## config.mk

```make
export PLATFORM = sky130hd
export DESIGN_NAME = archive_path_name_validator_top_flat
export DESIGN_NICKNAME = d
export VERILOG_FILES = /design/src/hw/rtl/apnv_pkg.sv /design/src/hw/rtl/apnv_if.sv /design/src/hw/rtl/archive_path_name_validator_top.sv /design/src/flat_wrapper.sv
export SDC_FILE = /design/constraint.sdc
export NUM_CORES = 1
export LEC_CHECK = 0
export BUFFER_PORTS_ARGS = -buffer_cell sky130_fd_sc_hd__buf_2
export CAP_MARGIN = 20
export CELL_PAD_IN_SITES_DETAIL_PLACEMENT = 1
export CELL_PAD_IN_SITES_GLOBAL_PLACEMENT = 1
export CORE_ASPECT_RATIO = 0.75
export CORE_MARGIN = 2
export CORE_UTILIZATION = 47
export CTS_BUF_LIST = sky130_fd_sc_hd__clkbuf_8 sky130_fd_sc_hd__clkbuf_16
export DETAILED_ROUTE_END_ITERATION = 6
export MAX_ROUTING_LAYER = met4
export PLACE_DENSITY = 0.83
export SYNTH_ARGS = -nofsm -noshare
export SYNTH_HDL_FRONTEND = slang
export SYNTH_SLANG_ARGS = --single-unit
```

## constraint.sdc

```tcl
create_clock -name clk -period 5.8 [get_ports clk]
set_clock_uncertainty 0.1 [all_clocks]
set_input_delay 1.74 -clock clk [delete_from_list [all_inputs] [get_ports clk]]
set_output_delay 1.74 -clock clk [all_outputs]
set_load 0.02 [all_outputs]
```

## src/hw/rtl/apnv_pkg.sv

```systemverilog
package apnv_pkg;

  localparam int COUNT_W = 13;
  localparam int LEVEL_W = 11;
  localparam int BYTE_W  = 8;
  localparam int CFG_INDEX_W = 2;
  localparam int CFG_DATA_W  = 13;

  localparam logic [COUNT_W-1:0] COUNT_MAX = '1;
  localparam logic [LEVEL_W-1:0] LEVEL_MAX = '1;

  localparam logic [BYTE_W-1:0] CTRL_LIMIT = 8'h20;
  localparam logic [BYTE_W-1:0] DEL_BYTE   = 8'h7f;
  localparam logic [BYTE_W-1:0] CHAR_SLASH = 8'h2f;
  localparam logic [BYTE_W-1:0] CHAR_BSLASH = 8'h5c;
  localparam logic [BYTE_W-1:0] CHAR_DOT   = 8'h2e;
  localparam logic [BYTE_W-1:0] CHAR_COLON = 8'h3a;

  localparam logic [CFG_INDEX_W-1:0] REG_MAX_PATH    = 2'd0;
  localparam logic [CFG_INDEX_W-1:0] REG_MAX_SEGMENT = 2'd1;
  localparam logic [CFG_INDEX_W-1:0] REG_MAX_LEVELS  = 2'd2;

  localparam logic [COUNT_W-1:0] MAX_PATH_RESET    = 13'd1023;
  localparam logic [COUNT_W-1:0] MAX_SEGMENT_RESET = 13'd255;
  localparam logic [LEVEL_W-1:0] MAX_LEVELS_RESET  = 11'd64;

  typedef enum logic [3:0] {
    VERDICT_OK        = 4'd0,
    VERDICT_EMPTY     = 4'd1,
    VERDICT_ABSOLUTE  = 4'd2,
    VERDICT_DRIVE     = 4'd3,
    VERDICT_CONTROL   = 4'd4,
    VERDICT_EMPTY_SEG = 4'd5,
    VERDICT_DOT       = 4'd6,
    VERDICT_DOTDOT    = 4'd7,
    VERDICT_TOO_LONG  = 4'd8,
    VERDICT_COMP_LONG = 4'd9,
    VERDICT_TOO_DEEP  = 4'd10
  } verdict_t;

  function automatic logic is_letter(input logic [BYTE_W-1:0] b);
    return ((b >= 8'h41) && (b <= 8'h5a)) || ((b >= 8'h61) && (b <= 8'h7a));
  endfunction

endpackage

```

## src/hw/rtl/apnv_if.sv

```systemverilog
interface apnv_in_if import apnv_pkg::*; ();
  logic              valid;
  logic              ready;
  logic [BYTE_W-1:0] name_byte;
  logic              last_byte;

  modport source (output valid, name_byte, last_byte, input ready);
  modport sink (input valid, name_byte, last_byte, output ready);
endinterface

interface apnv_out_if import apnv_pkg::*; ();
  logic               valid;
  logic               ready;
  logic [BYTE_W-1:0]  clean_byte;
  logic               name_done;
  verdict_t           verdict;
  logic [LEVEL_W-1:0] depth_levels;

  modport source (output valid, clean_byte, name_done, verdict, depth_levels, input ready);
  modport sink (input valid, clean_byte, name_done, verdict, depth_levels, output ready);
endinterface

interface apnv_cfg_if import apnv_pkg::*; ();
  logic                   valid;
  logic                   ready;
  logic [CFG_INDEX_W-1:0] index;
  logic [CFG_DATA_W-1:0]  data;

  modport source (output valid, index, data, input ready);
  modport sink (input valid, index, data, output ready);
endinterface

```

## src/hw/rtl/archive_path_name_validator_top.sv

```systemverilog
// Archive entry path validator. Name bytes stream in one per transfer, the final byte marked
// by last_byte, and each byte comes back as one result, through the input register and then
// the result register, with backslash turned into slash; the final byte's result carries
// the verdict and, on success, the component count. Throughput is one byte per cycle while
// results are taken, set by the running length, component and fault state, which is updated
// between the input register and the result register. The input side keeps accepting while
// a result waits to be taken, as long as the input register is empty. Limits must be written
// through the configuration channel only while no name is in flight; the block does not
// enforce this. NAME_BUFFER sets the name length at which the buffer-full fault is raised.
module archive_path_name_validator_top import apnv_pkg::*; #(
  parameter int NAME_BUFFER = 1024
) (
  input logic         clk,
  input logic         rst,
  apnv_in_if.sink     name_in,
  apnv_out_if.source  name_out,
  apnv_cfg_if.sink    cfg
);

  localparam logic [COUNT_W:0] BUFFER_LIMIT = (COUNT_W+1)'(NAME_BUFFER);

  // Limit registers.
  logic [COUNT_W-1:0] max_path_bytes;
  logic [COUNT_W-1:0] max_segment_bytes;
  logic [LEVEL_W-1:0] max_levels;

  assign cfg.ready = 1'b1;

  always_ff @(posedge clk) begin
    if (rst) begin
      max_path_bytes    <= MAX_PATH_RESET;
      max_segment_bytes <= MAX_SEGMENT_RESET;
      max_levels        <= MAX_LEVELS_RESET;
    end else if (cfg.valid) begin
      case (cfg.index)
        REG_MAX_PATH:    max_path_bytes    <= cfg.data;
        REG_MAX_SEGMENT: max_segment_bytes <= cfg.data;
        REG_MAX_LEVELS:  max_levels        <= cfg.data[LEVEL_W-1:0];
        default: ;
      endcase
    end
  end

  // Input register.
  logic              s1_valid;
  logic [BYTE_W-1:0] s1_byte;
  logic              s1_last;

  // Result register.
  logic               out_valid;
  logic [BYTE_W-1:0]  out_clean;
  logic               out_done;
  verdict_t           out_verdict;
  logic [LEVEL_W-1:0] out_depth;

  logic s2_load;
  logic s1_load;

  assign s2_load = s1_valid && (!out_valid || name_out.ready);
  assign s1_load = !s1_valid || s2_load;
  assign name_in.ready = s1_load;

  // Per-name state.
  logic [COUNT_W-1:0] byte_count;
  logic [COUNT_W-1:0] segment_count;
  logic [LEVEL_W-1:0] level_count;
  logic [BYTE_W-1:0]  prev_byte;
  logic [BYTE_W-1:0]  prev_prev_byte;
  logic [BYTE_W-1:0]  first_byte;
  verdict_t           first_fault;

  logic [COUNT_W-1:0] byte_count_next;
  logic [COUNT_W-1:0] segment_count_next;
  logic [LEVEL_W-1:0] level_count_next;
  logic [BYTE_W-1:0]  first_byte_next;
  verdict_t           first_fault_next;
  logic [BYTE_W-1:0]  clean;
  logic               is_sep;
  verdict_t           byte_fault;
  verdict_t           verdict_next;
  logic [LEVEL_W-1:0] depth_next;
  logic [LEVEL_W-1:0] levels;

  always_comb begin
    clean  = (s1_byte == CHAR_BSLASH) ? CHAR_SLASH : s1_byte;
    is_sep = (clean == CHAR_SLASH);
    first_byte_next = (byte_count == '0) ? s1_byte : first_byte;

    byte_fault = VERDICT_OK;
    if ((s1_byte < CTRL_LIMIT) || (s1_byte == DEL_BYTE)) begin
      byte_fault = VERDICT_CONTROL;
    end else if (is_sep) begin
      if (segment_count == '0) begin
        byte_fault = VERDICT_EMPTY_SEG;
      end else if ((segment_count == COUNT_W'(1)) && (prev_byte == CHAR_DOT)) begin
        byte_fault = VERDICT_DOT;
      end else if ((segment_count == COUNT_W'(2)) && (prev_byte == CHAR_DOT) &&
                   (prev_prev_byte == CHAR_DOT)) begin
        byte_fault = VERDICT_DOTDOT;
      end else if (segment_count > max_segment_bytes) begin
        byte_fault = VERDICT_COMP_LONG;
      end
    end else if ((byte_count == COUNT_W'(1)) && is_letter(first_byte) &&
                 (clean == CHAR_COLON)) begin
      byte_fault = VERDICT_DRIVE;
    end else if (({1'b0, byte_count} + (COUNT_W+1)'(2)) >= BUFFER_LIMIT) begin
      byte_fault = VERDICT_TOO_LONG;
    end
    first_fault_next = (first_fault == VERDICT_OK) ? byte_fault : first_fault;

    if (is_sep) begin
      segment_count_next = '0;
      level_count_next = (level_count < LEVEL_MAX) ? level_count + LEVEL_W'(1) : level_count;
    end else begin
      segment_count_next = (segment_count < COUNT_MAX) ? segment_count + COUNT_W'(1)
                                                       : segment_count;
      level_count_next = level_count;
    end
    byte_count_next = (byte_count < COUNT_MAX) ? byte_count + COUNT_W'(1) : byte_count;

    levels = (level_count_next < LEVEL_MAX) ? level_count_next + LEVEL_W'(1) : LEVEL_MAX;

    // Final-byte verdict, in order of precedence.
    verdict_next = VERDICT_OK;
    depth_next   = '0;
    if (s1_last) begin
      if (byte_count_next > max_path_bytes) begin
        verdict_next = VERDICT_TOO_LONG;
      end else if ((first_byte_next == CHAR_SLASH) || (first_byte_next == CHAR_BSLASH)) begin
        verdict_next = VERDICT_ABSOLUTE;
      end else if (first_fault_next != VERDICT_OK) begin
        verdict_next = first_fault_next;
      end else if (segment_count_next == '0) begin
        verdict_next = VERDICT_EMPTY;
      end else if ((segment_count_next == COUNT_W'(1)) && (clean == CHAR_DOT)) begin
        verdict_next = VERDICT_DOT;
      end else if ((segment_count_next == COUNT_W'(2)) && (clean == CHAR_DOT) &&
                   (prev_byte == CHAR_DOT)) begin
        verdict_next = VERDICT_DOTDOT;
      end else if (segment_count_next > max_segment_bytes) begin
        verdict_next = VERDICT_COMP_LONG;
      end else if (levels > max_levels) begin
        verdict_next = VERDICT_TOO_DEEP;
      end else begin
        depth_next = levels;
      end
    end
  end

  always_ff @(posedge clk) begin
    if (rst) begin
      s1_valid <= 1'b0;
    end else if (s1_load) begin
      s1_valid <= name_in.valid;
    end
    if (s1_load) begin
      s1_byte <= name_in.name_byte;
      s1_last <= name_in.last_byte;
    end
  end

  // The per-name state advances as a byte moves into the result register; the final
  // byte clears it for the next name.
  always_ff @(posedge clk) begin
    if (rst) begin
      byte_count     <= '0;
      segment_count  <= '0;
      level_count    <= '0;
      prev_byte      <= '0;
      prev_prev_byte <= '0;
      first_byte     <= '0;
      first_fault    <= VERDICT_OK;
    end else if (s2_load) begin
      if (s1_last) begin
        byte_count     <= '0;
        segment_count  <= '0;
        level_count    <= '0;
        prev_byte      <= '0;
        prev_prev_byte <= '0;
        first_byte     <= '0;
        first_fault    <= VERDICT_OK;
      end else begin
        byte_count     <= byte_count_next;
        segment_count  <= segment_count_next;
        level_count    <= level_count_next;
        prev_byte      <= clean;
        prev_prev_byte <= prev_byte;
        first_byte     <= first_byte_next;
        first_fault    <= first_fault_next;
      end
    end
  end

  always_ff @(posedge clk) begin
    if (rst) begin
      out_valid <= 1'b0;
    end else if (!out_valid || name_out.ready) begin
      out_valid <= s1_valid;
    end
    if (s2_load) begin
      out_clean   <= clean;
      out_done    <= s1_last;
      out_verdict <= verdict_next;
      out_depth   <= depth_next;
    end
  end

  assign name_out.valid        = out_valid;
  assign name_out.clean_byte   = out_clean;
  assign name_out.name_done    = out_done;
  assign name_out.verdict      = out_verdict;
  assign name_out.depth_levels = out_depth;

  a_mid_name_quiet: assert property (@(posedge clk) disable iff (rst)
    (out_valid && !out_done) |-> (out_verdict == VERDICT_OK && out_depth == '0))
    else $error("verdict or depth set on a byte that does not end a name");

  a_depth_only_ok: assert property (@(posedge clk) disable iff (rst)
    (out_valid && out_depth != '0) |-> (out_verdict == VERDICT_OK))
    else $error("depth reported with a failing verdict");

  a_ok_has_depth: assert property (@(posedge clk) disable iff (rst)
    (out_valid && out_done && out_verdict == VERDICT_OK) |-> (out_depth != '0))
    else $error("accepted name reported with zero depth");

  a_state_cleared: assert property (@(posedge clk) disable iff (rst)
    (s2_load && s1_last) |=> (byte_count == '0 && level_count == '0 &&
                              first_fault == VERDICT_OK))
    else $error("name state not cleared after the final byte");

  a_no_backslash: assert property (@(posedge clk) disable iff (rst)
    out_valid |-> (out_clean != CHAR_BSLASH))
    else $error("backslash passed through unnormalized");

endmodule
```

## src/flat_wrapper.sv

```systemverilog
// flat-port wrapper written by rule: the top's interface ports become plain ports
module archive_path_name_validator_top_flat import apnv_pkg::*;
#(
  parameter int NAME_BUFFER = 1024
)
  (clk, rst, name_in_valid, name_in_name_byte, name_in_last_byte, name_in_ready, name_out_valid, name_out_clean_byte, name_out_name_done, name_out_verdict, name_out_depth_levels, name_out_ready, cfg_valid, cfg_index, cfg_data, cfg_ready);
  apnv_in_if name_in_i ();
  apnv_out_if name_out_i ();
  apnv_cfg_if cfg_i ();
  input logic clk;
  input logic rst;
  input wire logic [$bits(name_in_i.valid)-1:0] name_in_valid;
  input wire logic [$bits(name_in_i.name_byte)-1:0] name_in_name_byte;
  input wire logic [$bits(name_in_i.last_byte)-1:0] name_in_last_byte;
  output wire logic [$bits(name_in_i.ready)-1:0] name_in_ready;
  output wire logic [$bits(name_out_i.valid)-1:0] name_out_valid;
  output wire logic [$bits(name_out_i.clean_byte)-1:0] name_out_clean_byte;
  output wire logic [$bits(name_out_i.name_done)-1:0] name_out_name_done;
  output wire logic [$bits(name_out_i.verdict)-1:0] name_out_verdict;
  output wire logic [$bits(name_out_i.depth_levels)-1:0] name_out_depth_levels;
  input wire logic [$bits(name_out_i.ready)-1:0] name_out_ready;
  input wire logic [$bits(cfg_i.valid)-1:0] cfg_valid;
  input wire logic [$bits(cfg_i.index)-1:0] cfg_index;
  input wire logic [$bits(cfg_i.data)-1:0] cfg_data;
  output wire logic [$bits(cfg_i.ready)-1:0] cfg_ready;
  assign name_in_i.valid = name_in_valid;
  assign name_in_i.name_byte = name_in_name_byte;
  assign name_in_i.last_byte = name_in_last_byte;
  assign name_in_ready = name_in_i.ready;
  assign name_out_valid = name_out_i.valid;
  assign name_out_clean_byte = name_out_i.clean_byte;
  assign name_out_name_done = name_out_i.name_done;
  assign name_out_verdict = name_out_i.verdict;
  assign name_out_depth_levels = name_out_i.depth_levels;
  assign name_out_i.ready = name_out_ready;
  assign cfg_i.valid = cfg_valid;
  assign cfg_i.index = cfg_index;
  assign cfg_i.data = cfg_data;
  assign cfg_ready = cfg_i.ready;
  archive_path_name_validator_top #(.NAME_BUFFER(NAME_BUFFER)) u_core (.clk(clk), .rst(rst), .name_in(name_in_i), .name_out(name_out_i), .cfg(cfg_i));
endmodule
```

==> metrics <==
max-cap violations=0; largest net degree at the start of global routing=59; Core ar.=~0.017 mm2; Initial Utilization=48.6%; share of cells above drive strength 1=12.9%; slew at the pin closest to its max-slew limit=1070 ps; Final ANT Viol Nets=0; CTS root buffer=clkbuf_16; Worst setup SP type=register; first-pass GRT wire length=41000 um; DR iter-0 viols=517; CTS tree=built; Port Buffers=54; Vias/cell=6.06; arrival time worst endpoint=5520 ps; final setup TNS=0 ps; final core utilization=54.6%; hold_ws=350 ps; #FFs+latches synth=137; Die Ht=119 um; number of CTS-inserted buffers=17; worst setup path class=register to register; DRC=0; Slew Limit Fails=0; prevailing post-synth register cell=dfxtp_1; via count=7618; Area Overhead vs Synth=12.5%; RSZ-0062 raised after global routing=false; FP Rows=just over 40; WL final=around 26000 um; Tcrit/Tclk final=roughly 93%; final setup fails=0; vias in the first global route=between 7000 and 8000; Sink Count=137; Synth Instances=987; CP endpoint kind=register; Final nets=1098; Post-synth EDFFs=33; area share of the largest cell type after synthesis=25.3%; Leak=0.00378 uW; clk buf depth=2; initial antenna violation count=0; min-delay worst type=register to register; Max-slew headroom=28.8%; DP Wirelength=approximately 18000 um; FF+latch area=0.00307 mm2; Die X=~160 um; Seq/Total Area, Yosys=about 37%; Mapped Avg Cell Area=about 8.4 um2; Area contributors post-synth=dfxtp_1 25%, edfxtp_1 12%, ha_1 9.1%; Clock transition at path regs=~60 ps; worst skew pair latency=roughly 430 ps; gr ovfl total=0; cell area after synthesis=0.00824 mm2; status=complete, no violations; Tmin final=about 5400 ps; DRT Pass-1 Iters=5; post-CTS setup buffers=0; IO Count=56; die area=between 0.015 and 0.02 mm2; H-tree depth=4; CP max FO=18; Post-synth ARST share=0%; hold buffers post-CTS=0; GPL Wtd Cong=0.895; Pwr Density=257 mW/mm2; VDD IR max=0.157 mV; Fin. Hold Viols=0; GR Util All Layers=29.0%; routed len/inst=20.3 um; Syn Nets=1076; worst path required time=5950 ps; PostCTS Resize Cnt=0; area leader, netlist=dfxtp_1; Synthesis Warnings=0; fmax=186 MHz; Yosys cell types=80; Fill cells=2038; Multi-input gate area=0.00474 mm2; Antenna Cells=0
-- report_power, final --
group	switching, uW	leakage (uW)	internal [uW]
clock	445	0.000307	721
sequential	21.6	0.00116	1010
combinational	131	0.00231	62.3
total	597	0.00378	1790
-- worst max-delay path, cell delays in order (launching register included) --
cell and delay (ps):
edfxtp_1 480, nor4_2 500, a32oi_2 170, buf_4 190
or4_1 530, xor2_1 210, nor3b_2 360, nand3_2 450
nand2_1 210, ha_1 250, nor2b_1 130, o21ai_0 140
a21oi_1 110, o2111ai_1 240, a31oi_1 170, nor2_1 130
or4b_4 600, a211oi_1 210
-- area by class of cell --
type | count | share of cell area, %
clock buffers | 17 | 4.59
clock inverters | 15 | 2.16
inverters | 53 | 2.14
multi-input cells | 736 | 51.1
flip-flops and latches | 137 | 33.1
well taps | 236 | 3.18
repair buffers | 64 | 3.72
-- cell usage after synthesis, drive strengths merged (22+ instances only) --
cell type    n
nor2       117
nor3        22
clkbuf      52
ha          60
a22oi       29
dfxtp      104
inv         53
nand2      100
nand4       26
nand3b      24
nand3       28
o21ai       28
a21oi       84
edfxtp      33
-- kinds of logic after synthesis --
| group | synth area share (%) |
|---|---|
| and+or+nand+nor | 26.0 |
| AOI/OAI and AO/OA | 17.4 |
| DFF | 37.3 |
| buffers and inverters | 5.37 |
| adders and majority gates | 9.11 |
| xor gates and xnor gates | 2.55 |
| muxes | 2.25 |
| other | 0.0455 |
-- metrics by stage --
step	cell area, um2	std cells	power, uW	setup slack [ps]
floorplan	8240	987	1170	1250
global placement	8650	1226	1230	780
detailed placement	8650	1226	1240	592
CTS	9280	1258	2400	497
global route	9280	1258	2460	140
finish	9280	1258	2390	434
-- per-layer routing --
| layer | global-route usage (%) | part of all wire [%] | vias to the layer above |
|---|---|---|---|
| li1 | - | - | 3614 |
| met1 | 40.2 | 48 | 3737 |
| met2 | 42.9 | 45 | 220 |
| met3 | 4.69 | 5.4 | 47 |
| met4 | 9.63 | 2.3 | 0 |
| met5 | - | 0 | - |
-- state kept, by name, summed over array words and instances, names as in the netlist, 8 cells and up --
register	cells
u_core.max_path_bytes	13
u_core.level_count	11
u_core.first_byte	8
u_core.max_levels	11
u_core.prev_prev_byte	8
u_core.segment_count	13
u_core.name_out.clean_byte	8
u_core.name_out.depth_levels	11
u_core.prev_byte	8
u_core.max_segment_bytes	13
u_core.byte_count	13
u_core.s1_byte	8
-- cells in the final DEF, fill, tap and decap left out, types with 8 or more instances in the layout --
cell | netlist | final
dfxtp_1 | 104 | 104
and3_1 | 8 | 8
ha_1 | 60 | 60
nand2_1 | 100 | 100
clkbuf_16 | 0 | 17
nor3_1 | 22 | 22
a21oi_2 | 9 | 9
and4_1 | 11 | 11
a211o_1 | 10 | 10
nand3_1 | 27 | 27
o21ai_0 | 27 | 27
xnor2_1 | 11 | 11
buf_2 | 2 | 54
xor2_1 | 13 | 13
a21oi_1 | 75 | 75
nor2_1 | 116 | 115
nor4_1 | 20 | 20
nand2b_1 | 9 | 8
nor2b_1 | 13 | 13
a22oi_1 | 29 | 29
mux2i_1 | 14 | 14
inv_1 | 53 | 54
nand4_1 | 25 | 25
nand3b_1 | 24 | 24
a31oi_1 | 11 | 11
or2_2 | 9 | 9
edfxtp_1 | 33 | 33
buf_4 | 1 | 10
-- final timing paths --
kind | end | slack (ps) | cells after the start | from
hold / removal | u_core.prev_prev_byte[1]$_SDFFE_PP0P_ | 350 | 2 | u_core.prev_prev_byte[1]$_SDFFE_PP0P_
setup reg to reg | u_core.name_out.depth_levels[9]$_SDFFCE_PP0P_ | 430 | 17 | u_core.s1_byte[1]$_DFFE_PP_
setup / recovery | u_core.name_out.depth_levels[9]$_SDFFCE_PP0P_ | 430 | 17 | u_core.s1_byte[1]$_DFFE_PP_
hold reg to reg | u_core.prev_prev_byte[1]$_SDFFE_PP0P_ | 350 | 2 | u_core.prev_prev_byte[1]$_SDFFE_PP0P_
(Power assumes the default switching activity.)
